--- src/rtl/msf_pkg.sv ---
// Package for the median outlier scan filter.
// Shared job control type and constants; no dependencies.
package msf_pkg;

   localparam int TAIL_BITS = 4;
   localparam logic [7:0] SIGMA_RESET = 8'd32;

   typedef struct packed {
      logic                 emit_main;
      logic                 full;
      logic                 last;
      logic [TAIL_BITS-1:0] tail;
   } job_ctl_type;

   localparam int JOB_CTL_BITS = $bits(job_ctl_type);

endpackage

--- src/rtl/msf_fifo.sv ---
// Two-entry job queue between front and back end.
// Depends on msf_pkg only for the import convention.
module msf_fifo
   import msf_pkg::*;
#(
   parameter int WIDTH = 8
) (
   input  logic             clock,
   input  logic             reset,
   input  logic             wr_valid,
   output logic             wr_ready,
   input  logic [WIDTH-1:0] wr_data,
   output logic             rd_valid,
   input  logic             rd_ready,
   output logic [WIDTH-1:0] rd_data
);

   logic [WIDTH-1:0] mem_ff [2];
   logic             wptr_ff, rptr_ff;
   logic [1:0]       cnt_ff, cnt_in;
   logic             wr, rd;

   assign wr_ready = (cnt_ff != 2'd2);
   assign rd_valid = (cnt_ff != 2'd0);
   assign rd_data  = mem_ff[rptr_ff];
   assign wr       = wr_valid && wr_ready;
   assign rd       = rd_valid && rd_ready;

   always_comb begin
      cnt_in = cnt_ff;
      if (wr && !rd) begin
         cnt_in = cnt_ff + 2'd1;
      end else if (rd && !wr) begin
         cnt_in = cnt_ff - 2'd1;
      end
   end

   always_ff @(posedge clock) begin
      if (reset) begin
         wptr_ff <= 1'b0;
         rptr_ff <= 1'b0;
         cnt_ff  <= '0;
      end else begin
         cnt_ff <= cnt_in;
         if (wr) begin
            wptr_ff <= !wptr_ff;
         end
         if (rd) begin
            rptr_ff <= !rptr_ff;
         end
      end
   end

   always_ff @(posedge clock) begin
      if (wr) begin
         mem_ff[wptr_ff] <= wr_data;
      end
   end

   a_cnt_range: assert property (@(posedge clock) disable iff (reset)
      cnt_ff != 2'd3) else $error("queue count out of range");
   a_no_overflow: assert property (@(posedge clock) disable iff (reset)
      cnt_ff == 2'd2 && !rd |=> cnt_ff == 2'd2) else $error("queue lost entry");
   a_empty_ptrs: assert property (@(posedge clock) disable iff (reset)
      cnt_ff == 2'd0 |-> wptr_ff == rptr_ff) else $error("queue pointers diverged");

endmodule

--- config.mk ---
export PLATFORM = sky130hd
export DESIGN_NAME = msf_fifo
export DESIGN_NICKNAME = d
export VERILOG_FILES = /design/src/rtl/msf_pkg.sv /design/src/rtl/msf_fifo.sv
export SDC_FILE = /design/constraint.sdc
export NUM_CORES = 1
export LEC_CHECK = 0
export BUFFER_PORTS_ARGS = -buffer_cell sky130_fd_sc_hd__clkbuf_2
export CORE_ASPECT_RATIO = 0.9
export CORE_MARGIN = 10
export CORE_UTILIZATION = 52
export DETAILED_ROUTE_END_ITERATION = 8
export PLACE_DENSITY = 0.79
export SYNTH_ARGS = -nofsm -noshare
export SYNTH_HDL_FRONTEND = slang
export SYNTH_SLANG_ARGS = --single-unit
--- constraint.sdc ---
create_clock -name clock -period 3.3 [get_ports clock]
set_input_delay 0.66 -clock clock [delete_from_list [all_inputs] [get_ports clock]]
set_output_delay 0.66 -clock clock [all_outputs]
set_load 0.01 [all_outputs]
==> metrics.yaml <==
status:
  status: "finished, final reports clean"
detailed_routing:
  first_iter_violations: 8
  wirelength_um: 1270
  post-route-drc-count: 0
  post_drt_via_cell_ratio: 5.35
  wl_per_cell_um: 14.5
  antenna_left: 0
  num_vias: 471
  dr.pass1.iters: 5
die:
  die_w_um: 61.5
  core_um2: 1450
  die-area_um2: 3530
  start_util: 0.557
  row_count: 13
  die_h_um: 57.3
  io_pins: 22
layout:
  area_growth_pct: 18.0
  num-nets-final: 87
  drive_gt1_frac: 0.479
  antennaDiodeCount: 0
global_route:
  antenna_found_initial: 0
  grt_max_degree: 12
  globalRoute.busiestLayer: "met2"
  met1_usage: 0.0852
  grt_pass1_wl_um: 2080
  grt_use_total: 0.0804
  grt.overflow.total: 0
  first_global_vias: 499
  grtUsageMet3: 0.0442
  met2_usage: 0.122
timing:
  fmax_mhz: 499
  worst_pin_slew_ns: 0.383
  clock-skew-final_ns: 0.00170
  timing.final.crit_share: 0.607
  period_needed_ns: 2.00
  setup_violations: 0
  whs_ns: 0.519
  slew_headroom: 0.744
  rsz0062_at_grt: "false"
  final-max-slew-violation-count: 0
  finalSetupTns_ns: 0
  final_hold_viol_count: 0
setup_path:
  timing.rr.end: "cnt_ff[1]$_SDFFE_PP0P_"
  worst_ep_arrival_time_ns: 1.34
  required_ns: 2.64
  timing.reg2reg.setup_slack_ns: 1.70
  critPathCaptureType: "output port"
  crit_chain: "mux2_2 -> clkbuf_2"
  r2r-start: "cnt_ff[0]$_SDFFE_PP0P_"
  slowest_stage: "dfxtp_1"
  rr_worst_depth: 5
  critPathLaunchType: "flop"
  crit_type: "flop to output port"
  crit_buf_inv: 1
  worstPathMaxFanout: 8
  crit_family: "flip-flops"
  cpPeakStageDelay_ns: 0.55
clock_tree:
  htree_levels: 1
  post_cts_buffers: 0
  cts-resized-gates: 0
  cts_tree: "built"
  cts_num_sinks: 21
  cts-root-buf: "clkbuf_4"
  cts_buffers: 3
  clockBufferDepth: 2
  cts_hold_buffers: 0
  clk_latency_ns: 0.29
  cts.reportedPaths.clkPinSlew_ns: 0.10
synth:
  synth.net_count: 62
  synth_area_leader_cell: "edfxtp_1"
  synthCells: 49
  syn_area_um2: 806
  synth_top_area_frac: 0.596
  syn-mean-instance-area_um2: 16.4
  ys_ff_latch: 21
  yosys_warnings: 0
  ys_seq_area_frac: 0.720
  ys_types: 17
  synth_area_leaders: "edfxtp_1 (60%), dfxtp_1 (12%), mux2_2 (11%), xor2_1 (3.3%), nand2b_4 (1.7%)"
power:
  power.density_nw_per_um2: 734
  leakage_uw: 0.000387
  ir_drop_mv: 0.451
worst_hold_path:
  hold_path_end: "rptr_ff$_SDFFE_PP0P_"
  hp-class: "flop to flop"
  holdPathStages: 2
  hp-start: "rptr_ff$_SDFFE_PP0P_"
placed_design:
  port_buffers: 21
  place_congestion: 0.716
  post-dp-hpwl_um: 966
run:
  cap_violations: 0
==> synthesized netlist by cell type <==
library cell  instances
buf_2                 1
a21oi_1               2
and3_1                1
nor2_1                3
nand3b_1              1
and2_1                1
dfxtp_1               5
edfxtp_1             16
or3_1                 1
o21ai_0               2
or2_2                 1
xor2_1                3
nand2b_4              1
mux2_2                8
inv_1                 1
ha_1                  1
a21bo_2               1
==> routing by layer <==
metal / part of all wire / up-vias
met3: 0.071 / 2
met4: 0.0086 / 0
met1: 0.44 / 227
li1: - / 227
met2: 0.48 / 15
met5: 0 / -
==> state kept, by name (all words and copies together), names as in the netlist, named ones only <==
signal / flops
mem_ff: 16
cnt_ff: 2
rptr_ff: 1
wptr_ff: 1
==> worst max path at each step <==
stage                        start                endpoint  cells after the start
after CTS                     flop              rd_data[1]                      2
after floorplan           wr_valid  cnt_ff[1]$_SDFFE_PP0P_                      4
final                         flop              rd_data[3]                      2
after detailed placement  wr_valid  cnt_ff[1]$_SDFFE_PP0P_                      5
after global placement    wr_valid  cnt_ff[1]$_SDFFE_PP0P_                      5
after global routing          flop              rd_data[5]                      2
==> cell type report <==
class,count,area (µm²)
tap,15,18.8
inverter,1,3.75
timing repair buffer,21,105
multi-input combinational,26,216
clock buffer,4,26.3
fill,105,497
sequential,21,581
==> tightest hold or removal path, delay by kind of cell (launching register included) <==
family	cells	cell delay (ns)
DFF	1	0.34
and+or+nand+nor	1	0.07
xor gates and xnor gates	1	0.08
==> where the power goes <==
part           switching [µW]  internal, µW
clock network            69.6          47.0
logic                     101           110
registers                35.0           335
total                     206           492
==> cell usage in the layout (no fill, tap or decap) <==
master / count
clkbuf_2: 21
edfxtp_1: 16
mux2_2: 8
dfxtp_1: 5
xor2_1: 3
nor2_1: 3
clkbuf_4: 3
o21ai_0: 2
a21oi_1: 2
nand2b_4: 1
and2_1: 1
or2_2: 1
and3_1: 1
nand3b_1: 1
inv_1: 1
a21bo_2: 1
or3_1: 1
ha_1: 1
clkbuf_1: 1
==> cell families after synthesis <==
kind of cell	synth area share
DFF	0.721
and+or+nand+nor	0.0714
muxes	0.112
AOI/OAI and AO/OA	0.0373
xor gates and xnor gates	0.0326
buffers and inverters	0.0109
adders and majority gates	0.0155
==> per-stage QoR <==
stage / instances / instance area (µm²) / setup slack, ns / utilization / total power, µW
finish: 88 / 951 / 1.30 / 0.657 / 698
global route: 88 / 951 / 1.18 / 0.657 / 749
CTS: 88 / 951 / 1.24 / 0.657 / 713
detailed placement: 84 / 925 / 1.50 / 0.639 / 592
global placement: 84 / 925 / 1.52 / 0.639 / 585
floorplan: 49 / 806 / 1.66 / - / 519
Note: power is estimated with default switching activity, not from simulation.
