### src/rtl/msf_pkg.sv
// Package for the median outlier scan filter.
// Shared job control type and constants; no dependencies.
package msf_pkg;

   localparam int TAIL_BITS = 4;
   localparam logic [7:0] SIGMA_RESET = 8'd32;

   typedef struct packed {
      logic                 emit_main;
      logic                 full;
      logic                 last;
      logic [TAIL_BITS-1:0] tail;
   } job_ctl_type;

   localparam int JOB_CTL_BITS = $bits(job_ctl_type);

endpackage

### src/rtl/msf_back.sv
// Back end: serial window scan (sums, median rank search), exact sigma test,
// result emission through an output register. Depends on msf_pkg.
module msf_back
   import msf_pkg::*;
#(
   parameter int HALF_WINDOW = 5,
   parameter int RANGE_BITS  = 16
) (
   input  logic                                          clock,
   input  logic                                          reset,
   input  logic                                          job_valid,
   output logic                                          job_pop,
   input  job_ctl_type                                   job_ctl,
   input  logic [(2*HALF_WINDOW+1)*(RANGE_BITS+1)-1:0]   job_win,
   input  logic [7:0]                                    sigma,
   output logic                                          rsp_tvalid,
   input  logic                                          rsp_tready,
   output logic [15:0]                                   rsp_tdata,
   output logic                                          rsp_tuser,
   output logic                                          rsp_tlast
);

   localparam int NW   = 2 * HALF_WINDOW + 1;
   localparam int R    = RANGE_BITS;
   localparam int SB   = R + 1;
   localparam int IW   = $clog2(NW);
   localparam int CW   = $clog2(NW + 1);
   localparam int SUMW = R + CW;
   localparam int S2W  = 2 * SUMW;
   localparam int QW   = 2 * R + CW;
   localparam int NQW  = QW + CW;
   localparam int AW   = 2 * SUMW;
   localparam int DL   = (NQW + 1) / 2;
   localparam int DH   = NQW - DL;
   localparam int RW   = 16 + NQW;
   localparam int CMPW = (AW + 8 > RW) ? AW + 8 : RW;

   typedef enum logic [7:0] {
      ST_IDLE = 8'b00000001,
      ST_SCAN = 8'b00000010,
      ST_PROD = 8'b00000100,
      ST_SQR  = 8'b00001000,
      ST_MLO  = 8'b00010000,
      ST_MHI  = 8'b00100000,
      ST_CMP  = 8'b01000000,
      ST_EMIT = 8'b10000000
   } state_type;

   state_type             state_ff, state_in;
   logic [SB-1:0]         win_ff [NW];
   job_ctl_type           ctl_ff;
   logic [IW-1:0]         idx_ff;
   logic [SUMW-1:0]       sum_ff;
   logic [QW-1:0]         sq_ff;
   logic [R-1:0]          med_ff;
   logic [S2W-1:0]        s2_ff;
   logic [NQW-1:0]        nq_ff, d_ff;
   logic [SUMW-1:0]       diff_ff;
   logic [15:0]           m2_ff;
   logic [AW-1:0]         a_ff;
   logic [16+DL-1:0]      plo_ff;
   logic [16+DH-1:0]      phi_ff;
   logic                  rvalid_ff;
   logic                  main_pend_ff;
   logic [TAIL_BITS-1:0]  rem_ff;
   logic                  out_v_ff;
   logic [15:0]           out_d_ff;
   logic                  out_u_ff, out_l_ff;

   logic                  all_valid;
   logic [R-1:0]          v;
   logic [2*R-1:0]        vsq;
   logic [CW-1:0]         lt, le;
   logic [SUMW-1:0]       nx;
   logic [CMPW-1:0]       lhs, rhs;
   logic                  load_out;

   always_comb begin
      all_valid = 1'b1;
      for (int i = 0; i < NW; i++) begin
         all_valid = all_valid & job_win[i*SB + R];
      end
   end

   // rank of the current candidate against the whole window
   assign v   = win_ff[idx_ff][R-1:0];
   assign vsq = v * v;
   always_comb begin
      lt = '0;
      le = '0;
      for (int j = 0; j < NW; j++) begin
         lt = lt + CW'(win_ff[j][R-1:0] < v);
         le = le + CW'(win_ff[j][R-1:0] <= v);
      end
   end

   assign nx  = SUMW'(win_ff[HALF_WINDOW][R-1:0]) * SUMW'(NW);
   assign lhs = CMPW'(a_ff) << 8;
   assign rhs = (CMPW'(phi_ff) << DL) + CMPW'(plo_ff);

   assign job_pop  = (state_ff == ST_IDLE) && job_valid;
   assign load_out = (state_ff == ST_EMIT) && (!out_v_ff || rsp_tready);

   always_comb begin
      state_in = state_ff;
      unique case (state_ff)
         ST_IDLE: begin
            if (job_valid) begin
               if (job_ctl.emit_main && job_ctl.full && all_valid) begin
                  state_in = ST_SCAN;
               end else begin
                  state_in = ST_EMIT;
               end
            end
         end
         ST_SCAN: begin
            if (idx_ff == IW'(NW - 1)) begin
               state_in = ST_PROD;
            end
         end
         ST_PROD: state_in = ST_SQR;
         ST_SQR:  state_in = ST_MLO;
         ST_MLO:  state_in = ST_MHI;
         ST_MHI:  state_in = ST_CMP;
         ST_CMP:  state_in = ST_EMIT;
         ST_EMIT: begin
            if (load_out && rem_ff == TAIL_BITS'(1)) begin
               state_in = ST_IDLE;
            end
         end
         default: state_in = ST_IDLE;
      endcase
   end

   always_ff @(posedge clock) begin
      if (reset) begin
         state_ff     <= ST_IDLE;
         out_v_ff     <= 1'b0;
         main_pend_ff <= 1'b0;
         rem_ff       <= '0;
      end else begin
         state_ff <= state_in;
         if (load_out) begin
            out_v_ff <= 1'b1;
         end else if (rsp_tready) begin
            out_v_ff <= 1'b0;
         end
         if (job_pop) begin
            main_pend_ff <= job_ctl.emit_main;
            rem_ff       <= job_ctl.tail + TAIL_BITS'(job_ctl.emit_main);
         end else if (load_out) begin
            main_pend_ff <= 1'b0;
            rem_ff       <= rem_ff - TAIL_BITS'(1);
         end
      end
   end

   // datapath, no reset needed
   always_ff @(posedge clock) begin
      if (job_pop) begin
         for (int i = 0; i < NW; i++) begin
            win_ff[i] <= job_win[i*SB +: SB];
         end
         ctl_ff    <= job_ctl;
         idx_ff    <= '0;
         sum_ff    <= '0;
         sq_ff     <= '0;
         rvalid_ff <= 1'b0;
      end
      if (state_ff == ST_SCAN) begin
         sum_ff <= sum_ff + SUMW'(v);
         sq_ff  <= sq_ff + QW'(vsq);
         idx_ff <= idx_ff + IW'(1);
         if (lt <= CW'(HALF_WINDOW) && le > CW'(HALF_WINDOW)) begin
            med_ff <= v;
         end
      end
      if (state_ff == ST_PROD) begin
         s2_ff   <= S2W'(sum_ff) * S2W'(sum_ff);
         nq_ff   <= NQW'(sq_ff) * NQW'(NW);
         diff_ff <= (nx > sum_ff) ? nx - sum_ff : sum_ff - nx;
         m2_ff   <= 16'(sigma) * 16'(sigma);
      end
      if (state_ff == ST_SQR) begin
         a_ff <= AW'(diff_ff) * AW'(diff_ff);
         d_ff <= nq_ff - NQW'(s2_ff);
      end
      if (state_ff == ST_MLO) begin
         plo_ff <= (16+DL)'(m2_ff) * (16+DL)'(d_ff[DL-1:0]);
      end
      if (state_ff == ST_MHI) begin
         phi_ff <= (16+DH)'(m2_ff) * (16+DH)'(d_ff[NQW-1:DL]);
      end
      if (state_ff == ST_CMP) begin
         rvalid_ff <= (lhs <= rhs);
      end
      if (load_out) begin
         if (main_pend_ff && rvalid_ff) begin
            out_d_ff <= 16'(med_ff);
            out_u_ff <= 1'b1;
         end else begin
            out_d_ff <= '0;
            out_u_ff <= 1'b0;
         end
         out_l_ff <= ctl_ff.last && (rem_ff == TAIL_BITS'(1));
      end
   end

   assign rsp_tvalid = out_v_ff;
   assign rsp_tdata  = out_d_ff;
   assign rsp_tuser  = out_u_ff;
   assign rsp_tlast  = out_l_ff;

   a_invalid_zero: assert property (@(posedge clock) disable iff (reset)
      rsp_tvalid && !rsp_tuser |-> rsp_tdata == '0) else $error("invalid result not zero");
   a_scan_idx: assert property (@(posedge clock) disable iff (reset)
      state_ff == ST_SCAN |-> idx_ff <= IW'(NW - 1)) else $error("scan index overrun");
   a_emit_count: assert property (@(posedge clock) disable iff (reset)
      state_ff == ST_EMIT |-> rem_ff != '0) else $error("emit with no results left");

endmodule

### config.mk
export PLATFORM = sky130hd
export DESIGN_NAME = msf_back
export DESIGN_NICKNAME = d
export VERILOG_FILES = /design/src/rtl/msf_pkg.sv /design/src/rtl/msf_back.sv
export SDC_FILE = /design/constraint.sdc
export NUM_CORES = 2
export LEC_CHECK = 0
export ABC_AREA = 1
export BUFFER_PORTS_ARGS = -buffer_cell sky130_fd_sc_hd__buf_2
export CORE_MARGIN = 2
export CORE_UTILIZATION = 45
export CTS_CLUSTER_DIAMETER = 60
export DETAILED_ROUTE_END_ITERATION = 7
export SETUP_SLACK_MARGIN = 0.05
export SYNTH_ARGS = -nofsm -noshare
export SYNTH_HDL_FRONTEND = slang
export SYNTH_SLANG_ARGS = --single-unit
### constraint.sdc
create_clock -name clock -period 16.1 [get_ports clock]
set_clock_uncertainty 0.15 [all_clocks]
set_input_delay 1.61 -clock clock [delete_from_list [all_inputs] [get_ports clock]]
set_output_delay 1.61 -clock clock [all_outputs]
set_load 0.05 [all_outputs]
==> flow_metrics.tcl <==
set metrics [dict create \
    status "finished with violations" \
    violations "DRC" \
    cp-end-kind "flip-flop" \
    netlist_top_cells_area "fa_1 (28%), edfxtp_1 (18%), ha_1 (15%)" \
    hpwlAfterDp_um 216000 \
    final_common_cell "inv_1" \
    cts-resized-gates 0 \
    hold_class "flip-flop to flip-flop" \
    routedWlPerCell_um 19.0 \
    grt_pass1_wl_um 418000 \
    cts_setup_buffers 0 \
    ys_ff_latch 555 \
    report.final.slew_viol_count 0 \
    nNetsFinal 13700 \
    r2r_setup_slack_ns 7.21 \
    cts_hold_buf 0 \
    drt-total-wl_um 263000 \
    drive_above_1_share_pct 4.97 \
    fin_area_um2 98600 \
    hold_violations 0 \
    numCtsBuffers 82 \
    synthCells 10900 \
    min_to "main_pend_ff" \
    max_freq_mhz 112 \
    crit_slowest_cell "a22oi_2" \
    cts.sink_count 555 \
    seq_area_um2 16500 \
    placed_cell_area_um2 95700 \
    fin_tns_setup_ns 0 \
    io_pins 226 \
    startpoint_type "flip-flop" \
    crit_arrival_ns 9.18 \
    dieWidth_um 455 \
    setup_viol 0 \
    initial_core_util_pct 45.3 \
    post-route-util_pct 48.7 \
    diodes 0 \
    grt_max_degree 95 \
    root_buffer "clkbuf_16" \
    rsz0062_at_grt "false" \
    reg2reg_depth 28 \
    drv_cap 0 \
    fin_crit_sh_pct 55.2 \
    mappedNetlistArea_um2 91700 \
    ant_nets 0 \
    max_slew_margin_pct 21.8 \
    cts_tree "yes" \
    synth_top_area_share_pct 28.5 \
    critical_path_class "flip-flop to flip-flop" \
    die_h_um 455 \
    grt_util_all_layers_pct 25.7 \
    grt_overflow 0 \
    place.gp.congestion 0.978 \
    drt_iter0_drc 4454 \
    synth_enable_flop_cells 537 \
    worstReg2RegEnd "sq_ff[32]" \
    coreArea_um2 202000 \
    grt_pass1_vias 75600 \
    clk_latency_ns 0.71 \
    dieArea_um2 207000 \
    num-fill-cells 19500 \
    max-clock-path-buffers 3 \
    placedCellCount 13600 \
    ys.flop_type "edfxtp_1" \
    drc_errors 14 \
    vias_per_cell 5.17 \
    synthArstFlopShare_pct 0 \
    ys_seq_area_share_pct 18.0 \
    layout_common_cells "inv_1 (2913), nand2_1 (2092), fa_1 (1304)" \
    yosysUniqueCellTypes 70 \
    yosysWarnings 0 \
    htree_levels 3 \
    area_growth_pct 7.54 \
    port-buffer-count 225 \
    avgSynthCellArea_um2 8.40 \
    yosysTopAreaCell "fa_1" \
    worst_slew_pin_slew_ns 1.17 \
    cpMostUsedCell "fa_1" \
    antenna_found_initial 2 \
    cp_max_fo 94 \
    clkTransAtPathRegs_ns 0.07 \
    worstHoldPathCells 2 \
    rows 165 \
    first_pass_iters 8 \
    multi_input_area_um2 63100 \
    hp-start "main_pend_ff" \
    final_cells 13800 \
    min_period_ns 8.89 \
    vias 71300 \
    critPathMaxStageDelay_ns 0.86 \
    worstPathRequired_ns 16.39 \
]
==> critical path, delay by kind of cell (launching register included) <==
family	cells	cell delay, ns
DFF	1	0.31
and+or+nand+nor	7	1.43
AOI/OAI and AO/OA	5	1.59
adders and majority gates	7	3.23
buffers and inverters	9	1.84
==> sequential cells by signal, summed over array words and instances (netlist names), 4 cells and up, named ones only <==
signal	cells
sq_ff	36
m2_ff	15
sum_ff	20
s2_ff	39
rem_ff	4
win_ff	176
phi_ff	36
state_ff	8
a_ff	39
d_ff	40
rsp_tdata	16
diff_ff	20
med_ff	16
idx_ff	4
plo_ff	36
nq_ff	40
==> layout make-up <==
cell class	count	share of cell area, %
clock buffers	95	2.17
clock inverters	58	0.815
inverters	2944	11.2
multi-input cells	7162	64.0
flip-flops and latches	555	16.7
well taps	2672	3.39
repair buffers	302	1.73
==> worst max path at each step <==
stage          cells after the start  slack, ns   endpoint
5_1_grt                           26       6.76  sq_ff[20]
3_5_place_dp                      28       7.28  sq_ff[32]
4_1_cts                           28       7.26  sq_ff[32]
6_report                          28       7.21  sq_ff[32]
3_3_place_gp                      30       7.42  sq_ff[25]
2_1_floorplan                      4       6.79  idx_ff[0]
==> Yosys cell counts (7+ instances only) <==
cell       instances
nor2_4             7
nand3_1          190
nor3_1            78
nand2_1         2093
nor4_1            27
a211oi_1          13
a21o_1            45
ha_1            1119
xnor2_1          106
inv_1           2914
xor2_1           228
a21oi_1          594
o2111ai_1          7
o21a_1            41
inv_2             24
nor2_2            21
fa_1            1304
a22oi_4            7
buf_2             31
o21ai_0          306
nor2_1           577
buf_1             17
o21bai_1          47
nand4_1           71
dfxtp_1           18
o22ai_1           15
o221ai_1          22
a221oi_1          14
clkbuf_1         181
buf_6              8
a21boi_0          16
a31oi_1           69
buf_4             15
o21ai_2            9
edfxtp_1         537
o21ai_1           32
o211ai_1          26
==> metal layers <==
layer	up-vias	global-route usage, %	wire (µm)
li1	33800	-	-
met4	2	10.6	11600
met5	-	0	13
met3	494	2.51	13100
met2	2149	45.3	131000
met1	34900	32.2	107000
==> stage by stage <==
stage / setup WS [ns] / hold WS [ns]
final: 7.21 / 0.322
after global routing: 6.76 / 0.340
after CTS: 7.26 / 0.319
after detailed placement: 7.28 / 0.312
after global placement: 7.42 / 0.306
after floorplan: 6.79 / 0.289
==> kinds of logic (layout without fill, tap and decap cells) <==
family | Yosys count | count (layout) | share of synthesized area [%]
muxes | 1 | 1 | 0.0109
other | 2 | 6 | 0.00819
buffers and inverters | 3202 | 3399 | 13.3
and+or+nand+nor | 3097 | 3097 | 13.5
adders and majority gates | 2423 | 2423 | 43.7
AOI/OAI and AO/OA | 1301 | 1301 | 8.24
xor gates and xnor gates | 334 | 334 | 3.19
DFF | 555 | 555 | 18.0
Power is not shown: default switching activity piles up to over one toggle a cycle in this logic, so the estimate is an artifact.
