==> src/rtl/msf_pkg.sv <==
// Package for the median outlier scan filter.
// Shared job control type and constants; no dependencies.
package msf_pkg;

   localparam int TAIL_BITS = 4;
   localparam logic [7:0] SIGMA_RESET = 8'd32;

   typedef struct packed {
      logic                 emit_main;
      logic                 full;
      logic                 last;
      logic [TAIL_BITS-1:0] tail;
   } job_ctl_type;

   localparam int JOB_CTL_BITS = $bits(job_ctl_type);

endpackage

==> src/rtl/msf_front.sv <==
// Front end: sample history, scan position and job classification.
// Depends on msf_pkg.
module msf_front
   import msf_pkg::*;
#(
   parameter int HALF_WINDOW = 5,
   parameter int RANGE_BITS  = 16
) (
   input  logic                                          clock,
   input  logic                                          reset,
   input  logic                                          req_tvalid,
   output logic                                          req_tready,
   input  logic [15:0]                                   req_tdata,
   input  logic                                          req_tuser,
   input  logic                                          req_tlast,
   output logic                                          job_push,
   input  logic                                          job_ready,
   output job_ctl_type                                   job_ctl,
   output logic [(2*HALF_WINDOW+1)*(RANGE_BITS+1)-1:0]   job_win
);

   localparam int HL = 2 * HALF_WINDOW;
   localparam int SB = RANGE_BITS + 1;
   localparam int PW = $clog2(HL + 1);

   logic [SB-1:0] hist_ff [HL];
   logic [SB-1:0] hist_in [HL];
   logic [PW-1:0] pos_ff, pos_in;
   logic [SB-1:0] cur;
   logic          accept;

   assign req_tready = job_ready;
   assign accept     = req_tvalid && req_tready;
   assign cur        = {req_tuser, RANGE_BITS'(req_tdata)};

   for (genvar i = 0; i < HL; i++) begin : g_pack
      assign job_win[i*SB +: SB] = hist_ff[i];
   end
   assign job_win[HL*SB +: SB] = cur;

   always_comb begin
      job_ctl.full      = (pos_ff == PW'(HL));
      job_ctl.emit_main = (pos_ff >= PW'(HALF_WINDOW));
      job_ctl.last      = req_tlast;
      if (!req_tlast) begin
         job_ctl.tail = '0;
      end else if (job_ctl.emit_main) begin
         job_ctl.tail = TAIL_BITS'(HALF_WINDOW);
      end else begin
         job_ctl.tail = TAIL_BITS'(pos_ff) + TAIL_BITS'(1);
      end
   end

   assign job_push = accept && (job_ctl.emit_main || req_tlast);

   always_comb begin
      hist_in = hist_ff;
      pos_in  = pos_ff;
      if (accept) begin
         if (req_tlast) begin
            pos_in = '0;
         end else begin
            for (int i = 0; i + 1 < HL; i++) begin
               hist_in[i] = hist_ff[i+1];
            end
            hist_in[HL-1] = cur;
            if (pos_ff < PW'(HL)) begin
               pos_in = pos_ff + PW'(1);
            end
         end
      end
   end

   always_ff @(posedge clock) begin
      if (reset) begin
         pos_ff <= '0;
         for (int i = 0; i < HL; i++) begin
            hist_ff[i] <= '0;
         end
      end else begin
         pos_ff  <= pos_in;
         hist_ff <= hist_in;
      end
   end

endmodule

==> config.mk <==
export PLATFORM = sky130hd
export DESIGN_NAME = msf_front
export DESIGN_NICKNAME = d
export VERILOG_FILES = /design/src/rtl/msf_pkg.sv /design/src/rtl/msf_front.sv
export SDC_FILE = /design/constraint.sdc
export NUM_CORES = 1
export LEC_CHECK = 0
export BUFFER_PORTS_ARGS = -buffer_cell sky130_fd_sc_hd__buf_4
export CAP_MARGIN = 10
export CORE_MARGIN = 2
export CORE_UTILIZATION = 30
export DETAILED_ROUTE_END_ITERATION = 6
export SLEW_MARGIN = 10
export SYNTH_ARGS = -nofsm -noshare
export SYNTH_HDL_FRONTEND = slang
export SYNTH_SLANG_ARGS = --single-unit
==> constraint.sdc <==
create_clock -name clock -period 1.6 [get_ports clock]
set_input_delay 0.08 -clock clock [delete_from_list [all_inputs] [get_ports clock]]
set_output_delay 0.08 -clock clock [all_outputs]
set_load 0.02 [all_outputs]
==> results of run 1 <==
cells by family (layout without fill, tap and decap cells):
group / Yosys count / count (layout)
flip-flops: 174 / 174
AND/OR/NAND/NOR: 356 / 356
AO/OA/AOI/OAI: 182 / 182
buffers and inverters: 81 / 287
XOR/XNOR: 1 / 1
adder cells (fa/ha/maj): 4 / 4
worst register-to-register path, stage by stage, from the launching register on:
cell     delay (ns)
dfxtp_1        0.48
o21ai_1        0.17
or3_1          0.34
a31oi_1        0.16
registers in the layout, summed over array words and instances, names as in the netlist:
register / cells
pos_ff: 4
job_win: 170
what timing repair did:
action | CTS | global route
endpoints found under the setup margin | 6 | 6
endpoints found under the hold margin | 18 | 0
hold buffers | 20 | 0
setup buffers | 2 | 1
resized for setup | 16 | 4
pin swaps | 2 | 0
placed cells by master, fill, tap and decap left out, drive strengths merged:
cell,instances
dfxtp,174
nand4b,1
nand2,342
nand2b,2
and3,4
clkinvlp,3
o21ai,2
nor3b,1
or3,1
a21oi,176
buf,230
a31oi,2
o31ai,1
dlygate4sd3,20
nand3,2
clkinv,5
inv,12
and3b,1
nand3b,1
clkbuf,17
a311oi,1
nor2b,1
xnor2,1
ha,4
metal layers:
metal,GRT usage,routed length (µm)
met4,0.0548,246
met2,0.240,8200
met3,0.0476,1300
met1,0.212,8480
met5,0,0
power by group through the flow:
stage	Clock, mW	Sequential [mW]	Combinational (mW)
6_report	4.12	4.36	0.480
3_3_place_gp	0	4.46	0.434
4_1_cts	4.24	4.36	0.483
3_5_place_dp	0	4.46	0.432
2_1_floorplan	0	4.48	0.278
5_1_grt	4.43	4.36	0.519
area by class of cell:
class	count	area, µm²
Fill cell	2184	12000
Sequential cell	174	3490
Multi-Input combinational cell	543	2420
Timing Repair Buffer	250	2020
Clock buffer	17	425
Tap cell	275	344
Clock inverter	15	170
Inverter	5	21.3
final timing paths:
path / startpoint / to / slack, ns / cells after the start
worst max-delay path: pos_ff[1]$_SDFFE_PP0P_ / job_ctl[3] / -0.1 / 6
worst min-delay path: reset / job_win[118]$_SDFFE_PP0P_ / 0.03 / 2
worst max register to register: pos_ff[2]$_SDFFE_PP0P_ / pos_ff[0]$_SDFFE_PP0P_ / 0.37 / 3
worst min register to register: job_win[6]$_SDFFE_PP0P_ / job_win[6]$_SDFFE_PP0P_ / 0.46 / 2
==> flow_summary.yaml, run 1 <==
status:
  status: "finished, violations left"
  violations: "setup timing"
synthesis:
  synth_top_family_by_area: "simple AND/OR/NAND/NOR gates"
  synth_xor_area_frac: 0.00138
  ys_types: 25
  syn-num-nets: 824
  synth.largest_area_cell: "dfxtp_1"
  ys_ff_latch: 174
  synth-simple-area-share: 0.217
  syn_area_per_cell_um2: 7.96
  netlist_area_um2: 6350
  netlist_top_cells_area: "dfxtp_1 55%, nand2_1 20%, a21oi_1 14%, buf_4 3.5%, buf_6 1.8%"
  synthAdderAreaFrac: 0.00788
  synth_edf_count: 0
  synth_compound_area_frac: 0.145
  synth_top_area_frac: 0.548
  synthCells: 798
  ys_seq_area_frac: 0.548
  ys_top_cells_by_count: "342 x nand2_1, 176 x a21oi_1, 174 x dfxtp_1"
  synthArstFlopShare: 0
  muxShareOfSynthArea: 0
  yosysWarnings: 0
  synth.most_common_cell: "nand2_1"
  synth_flop_cell: "dfxtp_1"
setup_path:
  crit_path_end_kind: "primary output"
  critical_path_class: "reg -> out"
  critical_path.top_delay_family: "flip-flops"
  cp.arrival_ns: 1.62
  start_kind: "flip-flop"
  slowest_stage: "dfxtp_2"
  path_max_fanout: 6
  crit_required_ns: 1.52
  critical_path_buf_inv_count: 2
  critPathMaxStageDelay_ns: 0.36
  crit_chain: "inv_4, ha_4, nand2b_4, a21oi_4, and3_4, buf_6"
placement:
  placed_cells: 1224
  io_buffers: 217
  pre_cts_ws_ns: 0.0414
  post_dp_cell_area_um2: 7990
  dpl.hpwl_mm: 12.0
  gp_congestion: 0.718
flow_run:
  drv_cap: 0
layout:
  area_growth_pct: 39.9
  drive_gt1_frac: 0.273
  final_util: 0.425
  final_cells: 1279
  nets: 1017
  final_area_um2: 8890
  antenna_cells: 0
power_and_ir_drop:
  power.internal_mw: 6.63
  power_density_nw_per_um2: 1010
  p_leak_nw: 3.45
  p_sw_frac: 0.260
  p_switching_mw: 2.33
  seqPwrFrac: 0.487
  vdd_ir_drop_max_mv: 0.665
  clkPwrFrac: 0.460
  p_total_mw: 8.96
  combPwrFrac: 0.054
timing:
  fin_ws_ns: -0.0964
  relSlewSlack: 0.715
  worstMarginPinSlew_ns: 0.428
  final-hold-violation-count: 0
  skew_ns: 0.0129
  rsz0062_at_grt: "yes"
  finalSetupTns_ns: -0.347
  fin_crit_ns: 1.70
  fmax_mhz: 589
  finalSetupViolCount: 6
  holdWs_ns: 0.0275
  report.final.slew_viol_count: 0
  fin_crit_sh: 1.06
global_route:
  grt_max_degree: 96
  grt_overflow: 0
  antenna_found_initial: 0
  grt_pass1_vias: 5227
  grt_usage: 0.157
  grt_pass1_wl_mm: 28.0
worst_hold_path:
  hold_path_class: "in -> reg"
routing:
  wirelength_mm: 18.2
  drc: 0
  avgRoutedWirePerCell_um: 14.3
  first_pass_iters: 5
  vias: 5785
  drt_iter0_markers: 276
  postRouteAntennaNets: 0
  viasPerCell: 4.52
clock_network:
  cts.clk_slew.worst_paths_ns: 0.07
  cts-root-buf: "clkbuf_16"
  cts.sinks: 174
  cts_buffer_depth: 2
  clk_latency_ns: 0.42
  cts_max_level: 4
  cts_tree: "built"
  numCtsBuffers: 17
floorplanning:
  die_area_um2: 22400
  die_h_um: 150
  chipWidth_um: 150
  io_pins: 218
  coreArea_um2: 20900
  start_util: 0.304
  num_rows: 53
Power figures use the tool's default switching activity.
==> run 2, diff against run 1 <==
--- a/config.mk
+++ b/config.mk
@@ -10,6 +10,7 @@
 export CORE_MARGIN = 2
 export CORE_UTILIZATION = 30
 export DETAILED_ROUTE_END_ITERATION = 6
+export HOLD_SLACK_MARGIN = 0.1
 export SLEW_MARGIN = 10
 export SYNTH_ARGS = -nofsm -noshare
 export SYNTH_HDL_FRONTEND = slang
==> run 2 against run 1 <==
The flow still finishes with violations (setup timing). Via count rose by 0.43%. Die area did not move. Flip-flop and latch count did not move. Sequential share of layout area barely moved. First-iteration DRC count fell by 6.2%. Clock power barely moved. Fmax barely moved. Critical path depth did not move. Clock skew fell by 0.00073 ns. Sequential power barely moved. Hold slack improved by 0.41 ns. Final area rose by 0.11%. Critical path type unchanged. Largest cell class unchanged. Highest routed layer unchanged.
==> flow_summary.yaml, run 2 (synthesized netlist as in run 1, its figures left out) <==
layout:
  antenna_cells: 0
  nets: 1018
  final-seq-area_um2: 3490
  largest_reg_flops: 170
  final_common_cell: "nand2_1"
  fillers: 2183
  final_cells: 1280
  final_area_um2: 8900
  drive_gt1_frac: 0.273
  final_util: 0.426
  layout_common_cells: "342 x nand2_1, 220 x buf_4, 175 x a21oi_1, 172 x dfxtp_1, 21 x dlygate4sd3_1"
  multi_input_area_um2: 2420
  area_growth_pct: 40.0
routing:
  viasPerCell: 4.54
  vias: 5810
  avgRoutedWirePerCell_um: 14.2
  drc: 0
  drt_iter0_markers: 259
  wirelength_mm: 18.2
  postRouteAntennaNets: 0
  first_pass_iters: 4
floorplanning:
  num_rows: 53
  start_util: 0.304
  io_pins: 218
  die_h_um: 150
  die_area_um2: 22400
  chipWidth_um: 150
  coreArea_um2: 20900
global_route:
  grt_max_degree: 96
  grt_usage: 0.158
  grt_overflow: 0
  grt_pass1_wl_mm: 28.0
  grt_pass1_vias: 5227
  antenna_found_initial: 0
worst_hold_path:
  hold_start: "req_tvalid"
  hold_path_class: "in -> reg"
timing:
  fin_crit_ns: 1.70
  fmax_mhz: 589
  worstMarginPinSlew_ns: 0.427
  finalSetupViolCount: 6
  final-hold-violation-count: 0
  skew_ns: 0.0122
  finalSetupTns_ns: -0.353
  relSlewSlack: 0.715
  report.final.slew_viol_count: 0
  fin_ws_ns: -0.0973
  fin_crit_sh: 1.06
  holdWs_ns: 0.436
  rsz0062_at_grt: "yes"
power_and_ir_drop:
  vdd_ir_drop_max_mv: 0.667
  p_leak_nw: 3.46
  p_total_mw: 8.96
  power_density_nw_per_um2: 1010
clock_network:
  cts.clk_slew.worst_paths_ns: 0.07
  cts-root-buf: "clkbuf_16"
  clk_latency_ns: 0.43
  numCtsBuffers: 17
  cts.sinks: 174
  cts_max_level: 4
  cts_tree: "built"
  cts_buffer_depth: 2
placement:
  placed_cells: 1224
  io_buffers: 217
  gp_congestion: 0.718
  dpl.hpwl_mm: 12.0
  pre_cts_ws_ns: 0.0414
  post_dp_cell_area_um2: 7990
setup_path:
  crit_required_ns: 1.52
  crit_path_end_kind: "primary output"
  cp.arrival_ns: 1.62
  critPathMaxStageDelay_ns: 0.36
  slowest_stage: "dfxtp_2"
  r2r_start: "pos_ff[2]$_SDFFE_PP0P_"
  path_max_fanout: 6
  crit_chain: "inv_4, ha_4, nand2b_4, a21oi_4, and3_4, buf_6"
  start_kind: "flip-flop"
  crit_start: "pos_ff[1]$_SDFFE_PP0P_"
  critical_path_class: "reg -> out"
flow_run:
  drv_cap: 0
status:
  violations: "setup timing"
  status: "finished, violations left"
==> run 2: final timing paths <==
check,depth (start not counted),endpoint,slack [ns]
worst min register to register,2,job_win[6]$_SDFFE_PP0P_,0.46
worst min-delay path,3,pos_ff[3]$_SDFFE_PP0P_,0.44
worst max-delay path,6,job_ctl[3],-0.1
worst max register to register,3,pos_ff[0]$_SDFFE_PP0P_,0.37
==> run 2: final cells by class <==
class / count / share of cell area
flip-flops and latches: 174 / 0.392
multi-input cells: 543 / 0.272
clock buffers: 17 / 0.0478
inverters: 5 / 0.00239
repair buffers: 251 / 0.228
clock inverters: 15 / 0.0191
well taps: 275 / 0.0387
==> run 2: critical path: cells and delay by family, from the launching register on <==
kind | cells | cell delay [ns]
AOI/OAI and AO/OA | 1 | 0.19
adders and majority gates | 1 | 0.14
buffers and inverters | 2 | 0.16
DFF | 1 | 0.36
and+or+nand+nor | 2 | 0.35
==> run 2: power by group <==
group	switching (mW)	total, mW	leakage [nW]	internal (mW)
combinational	0.301	0.481	1.77	0.180
clock	2.02	4.12	0.281	2.11
sequential	0.0164	4.36	1.40	4.34
total	2.33	8.96	3.46	6.63
==> run 2: per-layer routing <==
metal	global-route usage	part of all wire	vias up
met3	0.0476	0.077	20
met4	0.0548	0.016	0
met1	0.212	0.46	2668
met5	0	0	-
met2	0.240	0.45	178
li1	-	-	2944
==> run 2: what timing repair did <==
item / CTS / global route
buffers inserted: 2 / 1
gates resized for setup: 16 / 4
hold buffers: 21 / 0
endpoints found under the hold margin: 45 / 0
setup endpoints to repair: 6 / 6
pin swaps: 2 / 0
gates cloned: 0 / 0
==> run 3, diff against run 2 <==
--- a/config.mk
+++ b/config.mk
@@ -15,3 +15,4 @@
 export SYNTH_ARGS = -nofsm -noshare
 export SYNTH_HDL_FRONTEND = slang
 export SYNTH_SLANG_ARGS = --single-unit
+export TNS_END_PERCENT = 1
==> constraint.sdc (replaced) <==
create_clock -name clock -period 1.6 [get_ports clock]
set_input_delay 0.32 -clock clock [delete_from_list [all_inputs] [get_ports clock]]
set_output_delay 0.32 -clock clock [all_outputs]
set_load 0.02 [all_outputs]
==> run 3 against run 2 <==
The flow still finishes with violations (setup timing). Count of clock-buffer cells in the layout stayed put. Power is 0.31% higher. Critical path depth is 1 higher. Worst setup slack worse by 0.25 ns. Global-route usage is 0.34 points higher. Sequential power hardly changed. Fmax is 13% lower. Die area stayed put. Register-to-register slack hardly changed. Critical path type unchanged. Largest cell class unchanged. Highest routed layer unchanged.
==> flow_summary.yaml, run 3 (synthesized netlist as in run 1, its figures left out) <==
power_and_ir_drop:
  p_switching_mw: 2.35
  power_density_nw_per_um2: 1010
  p_leak_nw: 3.51
  combPwrFrac: 0.055
  power.internal_mw: 6.64
  p_sw_frac: 0.261
  vdd_ir_drop_max_mv: 0.779
  clkPwrFrac: 0.460
  seqPwrFrac: 0.485
  p_total_mw: 8.99
layout:
  area_growth_pct: 40.5
  final_area_um2: 8930
  layout_common_cells: "342 x nand2_1, 229 x buf_4, 174 x a21oi_1, 172 x dfxtp_1, 17 x clkbuf_16"
  final_util: 0.427
  largest_reg_flops: 170
  nets: 1016
  final_common_cell: "nand2_1"
  antenna_cells: 0
  fillers: 2148
  drive_gt1_frac: 0.294
timing:
  finalSetupViolCount: 7
  worstMarginPinSlew_ns: 0.498
  relSlewSlack: 0.668
  fin_ws_ns: -0.344
  report.final.slew_viol_count: 0
  rsz0062_at_grt: "yes"
  finalSetupTns_ns: -2.02
  holdWs_ns: 0.132
  fmax_mhz: 514
  final-hold-violation-count: 0
  skew_ns: 0.00725
  fin_crit_sh: 1.22
  fin_crit_ns: 1.94
clock_network:
  cts_max_level: 4
  cts.clk_slew.worst_paths_ns: 0.07
  numCtsBuffers: 17
  cts_buffer_depth: 2
  cts_tree: "built"
  cts.sinks: 174
  cts-root-buf: "clkbuf_16"
  clk_latency_ns: 0.43
routing:
  vias: 5776
  wirelength_mm: 18.5
  first_pass_iters: 4
  postRouteAntennaNets: 0
  avgRoutedWirePerCell_um: 14.5
  drt_iter0_markers: 255
  viasPerCell: 4.52
  drc: 0
status:
  status: "finished, violations left"
  violations: "setup timing"
floorplanning:
  coreArea_um2: 20900
  num_rows: 53
  die_area_um2: 22400
  start_util: 0.304
  die_h_um: 150
  io_pins: 218
  chipWidth_um: 150
setup_path:
  cp.arrival_ns: 1.62
  crit_chain: "inv_4, ha_4, nand2b_4, a21oi_4, buf_6, a21oi_1, buf_4"
  start_kind: "flip-flop"
  worstReg2RegEnd: "pos_ff[0]$_SDFFE_PP0P_"
  path_max_fanout: 4
  setup.worst_path.end: "job_ctl[0]"
  crit_start: "pos_ff[1]$_SDFFE_PP0P_"
  worst_r2r_path_depth: 3
  slowest_stage: "dfxtp_2"
  critPathMaxStageDelay_ns: 0.36
  critical_path_class: "reg -> out"
  crit_path_end_kind: "primary output"
  r2r_start: "pos_ff[2]$_SDFFE_PP0P_"
  crit_required_ns: 1.28
  r2r_slack_ns: 0.37
global_route:
  antenna_found_initial: 0
  grt_overflow: 0
  grt_max_degree: 77
  grt_pass1_vias: 5233
  grt_pass1_wl_mm: 28.2
  grt_usage: 0.161
placement:
  dpl.hpwl_mm: 12.7
  io_buffers: 217
  gp_congestion: 0.742
  post_dp_cell_area_um2: 8230
flow_run:
  drv_cap: 0
worst_hold_path:
  hold_path_class: "in -> reg"
[run 3: changes by cell type in the layout (fill, tap and decap cells not counted), moves of 2 or more]
cell	before	now
inv_8	5	7
buf_6	4	7
inv_2	2	0
buf_4	220	229
clkinv_8	4	2
buf_12	6	13
dlygate4sd3_1	21	0
clkinvlp_4	3	1
and3_2	0	2
and3_1	3	1
[run 3: critical path: cells and delay by family (launching register included)]
| family | cells | cell delay, ns |
|---|---|---|
| buffers and inverters | 3 | 0.34 |
| and+or+nand+nor | 1 | 0.14 |
| adders and majority gates | 1 | 0.15 |
| DFF | 1 | 0.36 |
| AOI/OAI and AO/OA | 2 | 0.21 |
[run 3: final cells by class]
class / count / area, µm² / share of cell area
clock buffers: 17 / 425 / 0.0476
repair buffers: 249 / 2060 / 0.231
multi-input cells: 543 / 2430 / 0.272
inverters: 5 / 23.8 / 0.00266
clock inverters: 15 / 163 / 0.0182
well taps: 275 / 344 / 0.0385
flip-flops and latches: 174 / 3490 / 0.391
[run 3: through the flow]
step | worst slack, ns | std cells
floorplan | 0.0704 | 798
global placement | 0.0369 | 1244
detailed placement | -0.00374 | 1244
CTS | -0.316 | 1278
global route | -0.417 | 1278
finish | -0.344 | 1278
[run 3: metal layers]
metal,GRT usage,share of wire
met3,0.0579,0.080
met5,0,0
met4,0.0405,0.011
met1,0.208,0.45
met2,0.255,0.46
[run 3: what timing repair did]
item | in CTS | in global routing
setup buffers | 2 | 0
pin swaps | 4 | 0
setup endpoints to repair | 7 | 7
hold buffers | 0 | 0
resized for setup | 19 | 4
[run 3: worst min-delay path by stage]
| stage | endpoint | from | cells after the start |
|---|---|---|---|
| after floorplan | pos_ff[3]$_SDFFE_PP0P_ | req_tlast | 1 |
| after global placement | job_win[8]$_SDFFE_PP0P_ | job_win[8]$_SDFFE_PP0P_ | 2 |
| after detailed placement | job_win[15]$_SDFFE_PP0P_ | job_win[15]$_SDFFE_PP0P_ | 2 |
| after CTS | pos_ff[3]$_SDFFE_PP0P_ | req_tvalid | 2 |
| after global routing | pos_ff[3]$_SDFFE_PP0P_ | req_tvalid | 2 |
| final | pos_ff[3]$_SDFFE_PP0P_ | req_tvalid | 2 |
[run 3: power groups by stage]
stage                     clock network, mW  registers (mW)  logic, mW
after floorplan                           0            4.48      0.279
after global placement                    0            4.46      0.485
after detailed placement                  0            4.46      0.485
after CTS                              4.25            4.36      0.496
after global routing                   4.43            4.36      0.532
final                                  4.14            4.36      0.494
